<file path="config.mk">
export PLATFORM = sky130hd
export DESIGN_NAME = pid_step_clamped_integral_core
export DESIGN_NICKNAME = d
export VERILOG_FILES = /design/src/rtl/psci_pkg.sv /design/src/rtl/psci_mul.sv /design/src/rtl/psci_div.sv /design/src/rtl/pid_step_clamped_integral_core.sv
export SDC_FILE = /design/constraint.sdc
export NUM_CORES = 2
export LEC_CHECK = 0
export ABC_AREA = 1
export CELL_PAD_IN_SITES_DETAIL_PLACEMENT = 0
export CELL_PAD_IN_SITES_GLOBAL_PLACEMENT = 1
export CORE_MARGIN = 10
export CORE_UTILIZATION = 48
export CTS_CLUSTER_SIZE = 20
export DETAILED_ROUTE_END_ITERATION = 6
export DONT_BUFFER_PORTS = 1
export PLACE_DENSITY = 0.89
export SLEW_MARGIN = 20
export SYNTH_ARGS = -nofsm -noshare
export SYNTH_HDL_FRONTEND = slang
export SYNTH_SLANG_ARGS = --single-unit
export TNS_END_PERCENT = 5
</file>
<file path="constraint.sdc">
create_clock -name clk -period 8.31 [get_ports clk]
set_clock_uncertainty 0.05 [all_clocks]
set_input_delay 1.2465 -clock clk [delete_from_list [all_inputs] [get_ports clk]]
set_output_delay 1.2465 -clock clk [all_outputs]
set_load 0.005 [all_outputs]
</file>
<file path="src/rtl/psci_pkg.sv">
// ----------------------------------------------------------------------------
// PID step core package
// Shared widths, register indexes, serial unit requests and helpers.
// ----------------------------------------------------------------------------
package psci_pkg;

	localparam int unsigned DATA_W = 32;
	localparam int unsigned PROD_W = 2 * DATA_W;
	localparam int unsigned CFG_IDX_W = 3;
	localparam int unsigned TERM_W = PROD_W - 16;
	localparam int unsigned SUM_W = TERM_W + 2;
	localparam int unsigned INC_W = 58;
	localparam int unsigned ACC_W = INC_W + 1;
	localparam int unsigned D100_W = 40;

	typedef enum logic [CFG_IDX_W-1:0] {
		REG_P_GAIN    = 3'd0,
		REG_I_GAIN    = 3'd1,
		REG_D_GAIN    = 3'd2,
		REG_INIT_ERR  = 3'd3,
		REG_INIT_TIME = 3'd4,
		REG_INT_LIMIT = 3'd5
	} reg_idx_t;

	localparam logic [30:0] INT_LIMIT_RST = 31'd65536000;
	localparam logic [DATA_W-1:0] TICKS_PER_STEP = 32'd100;

	typedef struct packed {
		logic              start;
		logic [DATA_W-1:0] a;
		logic [DATA_W-1:0] b;
	} mul_req_t;

	typedef struct packed {
		logic              start;
		logic [PROD_W-1:0] n;
		logic [DATA_W-1:0] d;
	} div_req_t;

	function automatic logic [DATA_W-1:0] mag32(input logic [DATA_W-1:0] v);
		mag32 = v[DATA_W-1] ? (~v + 1'b1) : v;
	endfunction

	// signed product from magnitude, rounded to Q16.16 (floor of +half)
	function automatic logic signed [TERM_W-1:0] rnd_term(input logic [PROD_W-1:0] m,
		input logic neg);
		logic [PROD_W-1:0] p;
		logic [PROD_W-1:0] r;
		p = neg ? (~m + 1'b1) : m;
		r = p + PROD_W'(32768);
		rnd_term = $signed(r[PROD_W-1:16]);
	endfunction

endpackage

</file>
<file path="src/rtl/psci_mul.sv">
// ----------------------------------------------------------------------------
// PID step core serial multiplier
// Unsigned 32x32 shift-add multiplier, one multiplier bit per cycle.
// ----------------------------------------------------------------------------
module psci_mul (
	input  logic                                clk,
	input  logic                                arst_n,
	input  psci_pkg::mul_req_t                  req,
	output logic                                done,
	output logic [psci_pkg::PROD_W-1:0]         prod
);
	import psci_pkg::*;

	logic              busy_q;
	logic              done_q;
	logic [4:0]        cnt_q;
	logic [DATA_W-1:0] a_q;
	logic [PROD_W-1:0] p_q;
	logic [DATA_W:0]   sum;

	assign sum = {1'b0, p_q[PROD_W-1:DATA_W]} + (p_q[0] ? {1'b0, a_q} : '0);

	always_ff @(posedge clk or negedge arst_n) begin
		if (!arst_n) begin
			busy_q <= 1'b0;
			done_q <= 1'b0;
			cnt_q  <= '0;
		end else begin
			done_q <= 1'b0;
			if (req.start) begin
				busy_q <= 1'b1;
				cnt_q  <= '0;
			end else if (busy_q) begin
				cnt_q <= cnt_q + 1'b1;
				if (cnt_q == 5'd31) begin
					busy_q <= 1'b0;
					done_q <= 1'b1;
				end
			end
		end
	end

	always_ff @(posedge clk) begin
		if (req.start) begin
			a_q <= req.a;
			p_q <= {{DATA_W{1'b0}}, req.b};
		end else if (busy_q) begin
			p_q <= {sum, p_q[DATA_W-1:1]};
		end
	end

	assign done = done_q;
	assign prod = p_q;

endmodule

</file>
<file path="src/rtl/psci_div.sv">
// ----------------------------------------------------------------------------
// PID step core serial divider
// Unsigned 64/32 restoring divider, one quotient bit per cycle.
// ----------------------------------------------------------------------------
module psci_div (
	input  logic                                clk,
	input  logic                                arst_n,
	input  psci_pkg::div_req_t                  req,
	output logic                                done,
	output logic [psci_pkg::PROD_W-1:0]         quo
);
	import psci_pkg::*;

	logic              busy_q;
	logic              done_q;
	logic [5:0]        cnt_q;
	logic [DATA_W-1:0] d_q;
	logic [DATA_W-1:0] r_q;
	logic [PROD_W-1:0] q_q;
	logic [DATA_W:0]   sh;
	logic [DATA_W+1:0] t;
	logic              ge;

	assign sh = {r_q, q_q[PROD_W-1]};
	assign t  = {1'b0, sh} - {2'b00, d_q};
	assign ge = !t[DATA_W+1];

	always_ff @(posedge clk or negedge arst_n) begin
		if (!arst_n) begin
			busy_q <= 1'b0;
			done_q <= 1'b0;
			cnt_q  <= '0;
		end else begin
			done_q <= 1'b0;
			if (req.start) begin
				busy_q <= 1'b1;
				cnt_q  <= '0;
			end else if (busy_q) begin
				cnt_q <= cnt_q + 1'b1;
				if (cnt_q == 6'd63) begin
					busy_q <= 1'b0;
					done_q <= 1'b1;
				end
			end
		end
	end

	always_ff @(posedge clk) begin
		if (req.start) begin
			d_q <= req.d;
			r_q <= '0;
			q_q <= req.n;
		end else if (busy_q) begin
			r_q <= ge ? t[DATA_W-1:0] : sh[DATA_W-1:0];
			q_q <= {q_q[PROD_W-2:0], ge};
		end
	end

	assign done = done_q;
	assign quo  = q_q;

endmodule

</file>
<file path="src/rtl/pid_step_clamped_integral_core.sv">
// ----------------------------------------------------------------------------
// PID step core with clamped integrator
// Fixed-point PID command per error sample, bit-serial multiply and divide.
// ----------------------------------------------------------------------------
// channel   direction  handshake           payload
// s_*       in         s_tvalid/s_tready   tdata: error_value, timestamp
// m_*       out        m_tvalid/m_tready   tdata: drive_command; tuser: zero_interval
// cfg_*     in         cfg_valid/cfg_ready cfg_index, cfg_data
//
// Each request makes four passes of the bit-serial multiplier and up to two passes of
// the bit-serial divider (one when the tick delta is zero), then the HOLD and UPD
// states settle and update; a new request is taken only once the core is back in
// IDLE. Reset clears control and the integral. A finished command waits in the
// output register while the next request is taken; the core stalls before its final
// update while that register is full and is not being read.
// ----------------------------------------------------------------------------
module pid_step_clamped_integral_core (
	input  logic                              clk,
	input  logic                              arst_n,
	input  logic                              s_tvalid,
	output logic                              s_tready,
	input  logic [63:0]                       s_tdata,   // error_value, timestamp
	output logic                              m_tvalid,
	input  logic                              m_tready,
	output logic [31:0]                       m_tdata,   // drive_command
	output logic                              m_tuser,   // zero_interval
	input  logic                              cfg_valid,
	output logic                              cfg_ready,
	input  logic [psci_pkg::CFG_IDX_W-1:0]    cfg_index,
	input  logic [31:0]                       cfg_data
);
	import psci_pkg::*;

	typedef enum logic [8:0] {
		ST_IDLE    = 9'b000000001,
		ST_MUL_INC = 9'b000000010,
		ST_DIV_INC = 9'b000000100,
		ST_DIV_DER = 9'b000001000,
		ST_MUL_P   = 9'b000010000,
		ST_MUL_I   = 9'b000100000,
		ST_MUL_D   = 9'b001000000,
		ST_UPD     = 9'b010000000,
		ST_HOLD    = 9'b100000000
	} state_t;

	state_t state_q;

	logic [DATA_W-1:0] p_gain_q, i_gain_q, d_gain_q;
	logic [30:0]       limit_q;
	logic [DATA_W-1:0] last_err_q, last_time_q, integ_q;

	logic [DATA_W-1:0] err_q, now_q, delta_q, deriv_q;
	logic              zero_q, dneg_q;
	logic [D100_W-1:0] dmag_q;
	logic [INC_W-1:0]  inc_q;
	logic [SUM_W-1:0]  sum_q;

	logic [DATA_W-1:0] out_cmd_q;
	logic              out_zero_q, out_valid_q;

	mul_req_t          mul_req;
	div_req_t          div_req;
	logic              mul_done, div_done;
	logic [PROD_W-1:0] mul_p, div_q;

	logic              s_acc, out_free;
	logic [DATA_W-1:0] e_in, t_in, delta_in;
	logic [DATA_W:0]   diff;
	logic [D100_W-1:0] dx, d100;
	logic [DATA_W-1:0] deriv_sat;
	logic signed [TERM_W-1:0] term;
	logic              term_neg;
	logic [SUM_W-1:0]  sum_fin;
	logic [DATA_W-1:0] cmd_sat;
	logic signed [ACC_W-1:0] acc, lim, nlim;
	logic [DATA_W-1:0] integ_new;

	assign e_in     = s_tdata[31:0];
	assign t_in     = s_tdata[63:32];
	assign s_tready = (state_q == ST_IDLE);
	assign s_acc    = s_tvalid && s_tready;
	assign cfg_ready = 1'b1;
	assign out_free = !out_valid_q || m_tready;

	assign delta_in = t_in - last_time_q;
	assign diff     = {e_in[31], e_in} - {last_err_q[31], last_err_q};
	assign dx       = {{(D100_W-DATA_W-1){diff[DATA_W]}}, diff};
	assign d100     = (dx << 6) + (dx << 5) + (dx << 2);

	always_comb begin
		if (dneg_q) begin
			if (div_q[PROD_W-1:DATA_W] != '0 || (div_q[31] && div_q[30:0] != '0))
				deriv_sat = 32'h8000_0000;
			else
				deriv_sat = ~div_q[31:0] + 1'b1;
		end else begin
			if (div_q[PROD_W-1:31] != '0)
				deriv_sat = 32'h7FFF_FFFF;
			else
				deriv_sat = div_q[31:0];
		end
	end

	always_comb begin
		unique case (state_q)
			ST_MUL_P: term_neg = p_gain_q[31] ^ err_q[31];
			ST_MUL_I: term_neg = i_gain_q[31] ^ integ_q[31];
			default:  term_neg = d_gain_q[31] ^ deriv_q[31];
		endcase
	end

	assign term    = rnd_term(mul_p, term_neg);
	assign sum_fin = sum_q;

	always_comb begin
		if ($signed(sum_fin) > $signed(SUM_W'(32'h7FFF_FFFF)))
			cmd_sat = 32'h7FFF_FFFF;
		else if ($signed(sum_fin) < -$signed(SUM_W'(33'h0_8000_0000)))
			cmd_sat = 32'h8000_0000;
		else
			cmd_sat = sum_fin[31:0];
	end

	assign acc  = $signed({{(ACC_W-DATA_W){integ_q[31]}}, integ_q})
		+ $signed({inc_q[INC_W-1], inc_q});
	assign lim  = $signed({{(ACC_W-31){1'b0}}, limit_q});
	assign nlim = -lim;

	always_comb begin
		priority if (acc > lim)
			integ_new = lim[31:0];
		else if (acc < nlim)
			integ_new = nlim[31:0];
		else
			integ_new = acc[31:0];
	end

	always_comb begin
		mul_req = '0;
		div_req = '0;
		unique case (state_q)
			ST_IDLE: begin
				mul_req.start = s_acc;
				mul_req.a = delta_in;
				mul_req.b = mag32(e_in);
			end
			ST_MUL_INC: begin
				div_req.start = mul_done;
				div_req.n = mul_p;
				div_req.d = TICKS_PER_STEP;
			end
			ST_DIV_INC: begin
				div_req.start = div_done && !zero_q;
				div_req.n = {{(PROD_W-D100_W){1'b0}}, dmag_q};
				div_req.d = delta_q;
				mul_req.start = div_done && zero_q;
				mul_req.a = mag32(p_gain_q);
				mul_req.b = mag32(err_q);
			end
			ST_DIV_DER: begin
				mul_req.start = div_done;
				mul_req.a = mag32(p_gain_q);
				mul_req.b = mag32(err_q);
			end
			ST_MUL_P: begin
				mul_req.start = mul_done;
				mul_req.a = mag32(i_gain_q);
				mul_req.b = mag32(integ_q);
			end
			ST_MUL_I: begin
				mul_req.start = mul_done;
				mul_req.a = mag32(d_gain_q);
				mul_req.b = mag32(deriv_q);
			end
			ST_MUL_D, ST_UPD, ST_HOLD: begin
				mul_req = '0;
			end
			default: begin
				mul_req = '0;
			end
		endcase
	end

	psci_mul u_mul (
		.clk    (clk),
		.arst_n (arst_n),
		.req    (mul_req),
		.done   (mul_done),
		.prod   (mul_p)
	);

	psci_div u_div (
		.clk    (clk),
		.arst_n (arst_n),
		.req    (div_req),
		.done   (div_done),
		.quo    (div_q)
	);

	always_ff @(posedge clk or negedge arst_n) begin
		if (!arst_n) begin
			state_q     <= ST_IDLE;
			out_valid_q <= 1'b0;
			p_gain_q    <= '0;
			i_gain_q    <= '0;
			d_gain_q    <= '0;
			limit_q     <= INT_LIMIT_RST;
			last_err_q  <= '0;
			last_time_q <= '0;
			integ_q     <= '0;
		end else begin
			if (out_valid_q && m_tready && !(state_q == ST_UPD && out_free))
				out_valid_q <= 1'b0;
			if (cfg_valid && cfg_ready) begin
				unique case (cfg_index)
					REG_P_GAIN:    p_gain_q    <= cfg_data;
					REG_I_GAIN:    i_gain_q    <= cfg_data;
					REG_D_GAIN:    d_gain_q    <= cfg_data;
					REG_INIT_ERR:  last_err_q  <= cfg_data;
					REG_INIT_TIME: last_time_q <= cfg_data;
					REG_INT_LIMIT: limit_q     <= cfg_data[30:0];
					default: ;
				endcase
			end
			unique case (state_q)
				ST_IDLE:    if (s_acc) state_q <= ST_MUL_INC;
				ST_MUL_INC: if (mul_done) state_q <= ST_DIV_INC;
				ST_DIV_INC: if (div_done) state_q <= zero_q ? ST_MUL_P : ST_DIV_DER;
				ST_DIV_DER: if (div_done) state_q <= ST_MUL_P;
				ST_MUL_P:   if (mul_done) state_q <= ST_MUL_I;
				ST_MUL_I:   if (mul_done) state_q <= ST_MUL_D;
				ST_MUL_D:   if (mul_done) state_q <= ST_HOLD;
				ST_HOLD:    state_q <= ST_UPD;
				ST_UPD: begin
					if (out_free) begin
						out_valid_q <= 1'b1;
						integ_q     <= integ_new;
						last_err_q  <= err_q;
						last_time_q <= now_q;
						state_q     <= ST_IDLE;
					end
				end
				default: state_q <= ST_IDLE;
			endcase
		end
	end

	always_ff @(posedge clk) begin
		if (s_acc) begin
			err_q   <= e_in;
			now_q   <= t_in;
			delta_q <= delta_in;
			zero_q  <= (delta_in == '0);
			dneg_q  <= d100[D100_W-1];
			dmag_q  <= d100[D100_W-1] ? (~d100 + 1'b1) : d100;
			deriv_q <= '0;
		end
		if (state_q == ST_DIV_INC && div_done)
			inc_q <= err_q[31] ? (~div_q[INC_W-1:0] + 1'b1) : div_q[INC_W-1:0];
		if (state_q == ST_DIV_DER && div_done)
			deriv_q <= deriv_sat;
		if (state_q == ST_MUL_P && mul_done)
			sum_q <= SUM_W'(term);
		if ((state_q == ST_MUL_I || state_q == ST_MUL_D) && mul_done)
			sum_q <= sum_q + {{(SUM_W-TERM_W){term[TERM_W-1]}}, term};
		if (state_q == ST_UPD && out_free) begin
			out_cmd_q  <= cmd_sat;
			out_zero_q <= zero_q;
		end
	end

	assign m_tvalid = out_valid_q;
	assign m_tdata  = out_cmd_q;
	assign m_tuser  = out_zero_q;

endmodule

</file>
==> summary.txt <==
Synthesis
  • Count leader, synth: nand2_1
  • EDFF count, synth: about 470
  • Unique masters post-synth: 74
  • Mux contribution to synthesized area: 0%
  • Most used flip-flop cell after synthesis: edfxtp_1
  • Post-synthesis compound-gate area fraction: between 10% and 20%
  • Cells after synthesis: 9482
  • Post-synth top cells: 2449 x nand2_1, 1390 x inv_1, 919 x nor2_1
  • Synth Area in XOR/XNOR: 5.159%
  • Post-Syn Area per Cell: around 6.9 µm²
  • Largest family of logic cells by synthesized area: simple AND/OR/NAND/NOR gates
  • Post-Synthesis Cell Area: roughly 65000 µm²
  • Yosys top cell by area: edfxtp_1
  • Async SR Flop Fraction: around a third
  • Yosys top cell area share: between 20% and 30%
  • Synth top area cells: edfxtp_1 22%, nand2_1 14%, dfrtp_1 9.3%, inv_1 8.0%, ha_1 7.5%
  • #FFs+latches synth: 781
  • Synth Area in Simple Gates: 28.21%
  • Synth Net Count: between 9000 and 10000
  • Post-synthesis sequential area ratio: 33.13%
  • Synth Area in Adders: around 8.1%
  • YS warnings: 0

Critical path
  • Crit. Startpoint: integ_q[0]
  • Critical Path AT: 7230 ps
  • CP Capture Point: integ_q[31]
  • Worst setup SP type: flip-flop
  • Reg2reg setup slack: 1550 ps
  • Critical-path top delay cell: o21ai_0
  • Critical path data required time: around 9000 ps
  • Worst r2r dst: integ_q[31]
  • Slowest Stage Delay on Critical Path: 790 ps
  • CP Capture Type: flip-flop
  • Cells on worst reg2reg path: 29
  • CP most frequent cell: nand2_1
  • CP Class: flip-flop to flip-flop
  • Crit-path max FO: 33
  • R2r startpoint: integ_q[0]

Clock network
  • TritonCTS clock tree: built
  • Clock root cell: clkbuf_16
  • Hold Buf Count CTS: 0
  • Post-CTS Setup Bufs: 0
  • CTS HTree Levels: 3
  • CTS clk-pin slew, worst paths: 70 ps
  • Post-cts repair resize count: 0
  • Clk sinks: about 800
  • CTS max path bufs: 3
  • CTS Buf Count: 90
  • Clk Latency, worst-skew pair: 750 ps

Timing
  • Slew margin rel.: 12.78%
  • Final min period: 6764 ps
  • Final Hold Viols: 0
  • Maximum clock frequency: roughly 150 MHz
  • Min Hold Slack: ~160 ps
  • Setup TNS Final: 0 ps
  • Unrepaired setup endpoints after global routing: false
  • Fin crit share: 81.40%
  • Worst-margin pin slew: ~1300 ps
  • Max-slew violation count: 0
  • Setup-violating endpoint count in the final report: 0

Power and ir drop
  • Total power: around 25 mW
  • Leak: 32.76 nW
  • PwrDens: 350.8 nW/µm²
  • VDD IR-drop max: 0.2851 mV

Finish
  • Syn-to-layout area delta: 7.737%
  • FILL cells: around 14000
  • Register Area: approximately 22000 µm²
  • Multi-input logic area: around 37000 µm²
  • Share of cells above drive strength 1: 3.973%
  • Final Net Count: 9899

Global route
  • Total global routing track utilization: 32.91%
  • Global route overflow: 0
  • First-pass GRT wire length: 380000 µm
  • Vias in the first global route: 59130
  • Largest net degree at the start of global routing: 249
  • Initial antenna violation count: 22

Die
  • DIE WIDTH: about 390 µm
  • Starting density of the core: just under 50%
  • Die Y: 388.4 µm
  • Die Footprint: 150800 µm²
  • Io pins: 140
  • CORE AREA: 135100 µm²
  • Core Rows: 135

Drt
  • Drt via density: 5.774
  • Routed Wire Length: 259000 µm
  • Routed length per instance: 23.02 µm
  • Drt first pass iters: 7
  • Detailed-route DRC error count: 0
  • ANT nets after route: 0
  • Vias post-DR: around 65000
  • DRT iter0 DRCs: 8272

Placement
  • # port buffers: 0
  • Gpl congestion: 1.013
  • Post-DP HPWL: 209300 µm

Min path
  • Worst min path class: input pin to async pin

Job
  • Max-cap check violation count: 0

Run status
  • Status: finished, final reports clean
-- logic make-up (layout without fill, tap and decap cells) --
logic type | after synthesis | in the layout
AND/OR/NAND/NOR | 4390 | 4390
AO/OA/AOI/OAI | 1860 | 1860
XOR/XNOR | 376 | 376
adder cells (fa/ha/maj) | 409 | 409
flip-flops | 781 | 781
other | 1 | 9
buffers and inverters | 1665 | 1647
-- cells in the final DEF (no fill, tap or decap), drive strengths merged, types with 72 or more instances in the layout --
| cell | count |
|---|---|
| o21ai | 878 |
| inv | 1411 |
| nand3 | 478 |
| ha | 391 |
| clkbuf | 115 |
| xor2 | 288 |
| dfrtp | 241 |
| nor4 | 85 |
| xnor2 | 88 |
| a21oi | 613 |
| nand2 | 2461 |
| nor2 | 950 |
| o211ai | 72 |
| nand4 | 144 |
| nor3 | 169 |
| edfxtp | 469 |
-- routing by layer --
layer | vias to the layer above | global-route usage (%) | share of wire [%]
met5 | - | 0 | 0.068
met4 | 28 | 11.30 | 3.7
met3 | 448 | 7.682 | 10
met2 | 3066 | 49.31 | 42
met1 | 30300 | 46.24 | 43
li1 | 31130 | - | -
-- state kept, by name (all words and copies together) (netlist names), 38 cells and up --
register	count
sum_fin	50
inc_q	58
dmag_q	38
u_mul.prod	64
u_div.quo	64
-- worst max-delay path, delay by kind of cell (launching register included) --
kind	cells	cell delay, ps
XOR/XNOR	1	140
adder cells (fa/ha/maj)	3	1200
AND/OR/NAND/NOR	15	2020
buffers and inverters	5	830
AO/OA/AOI/OAI	5	1850
flip-flops	1	420
-- final cells by class --
type	instances	area share, %
inverters	1415	7.577
diodes	8	0.02853
multi-input cells	7036	53.21
clock buffers	115	3.485
well taps	1781	3.175
clock inverters	55	1.111
repair buffers	62	0.6632
flip-flops and latches	781	30.75
-- where the power goes --
part	total, mW	internal [mW]	switching [mW]	leakage, nW
Clock	4.35	2.50	1.86	1.55
Combinational	14.5	4.32	10.2	23.3
Sequential	5.78	5.21	0.576	7.87
-- stage by stage --
step	area [µm²]	instances	setup WS, ps	utilization, %
4_1_cts	70160	11250	1795	51.92
5_1_grt	70160	11250	1265	51.92
6_report	70180	11250	1546	51.94
3_3_place_gp	66930	11080	1384	49.53
2_1_floorplan	65140	9482	2422	-
3_5_place_dp	66930	11080	1401	49.53
-- worst min-delay path by stage --
| stage | to | slack [ps] | cells after the start |
|---|---|---|---|
| after floorplan | last_time_q[10] | 380 | 2 |
| after global placement | last_time_q[26] | 380 | 2 |
| after detailed placement | last_time_q[27] | 390 | 2 |
| after CTS | u_mul.cnt_q[3] | 100 | 0 |
| after global routing | u_mul.cnt_q[3] | 130 | 0 |
| final | u_mul.cnt_q[3] | 160 | 0 |
Note: power is estimated with default switching activity, not from simulation.
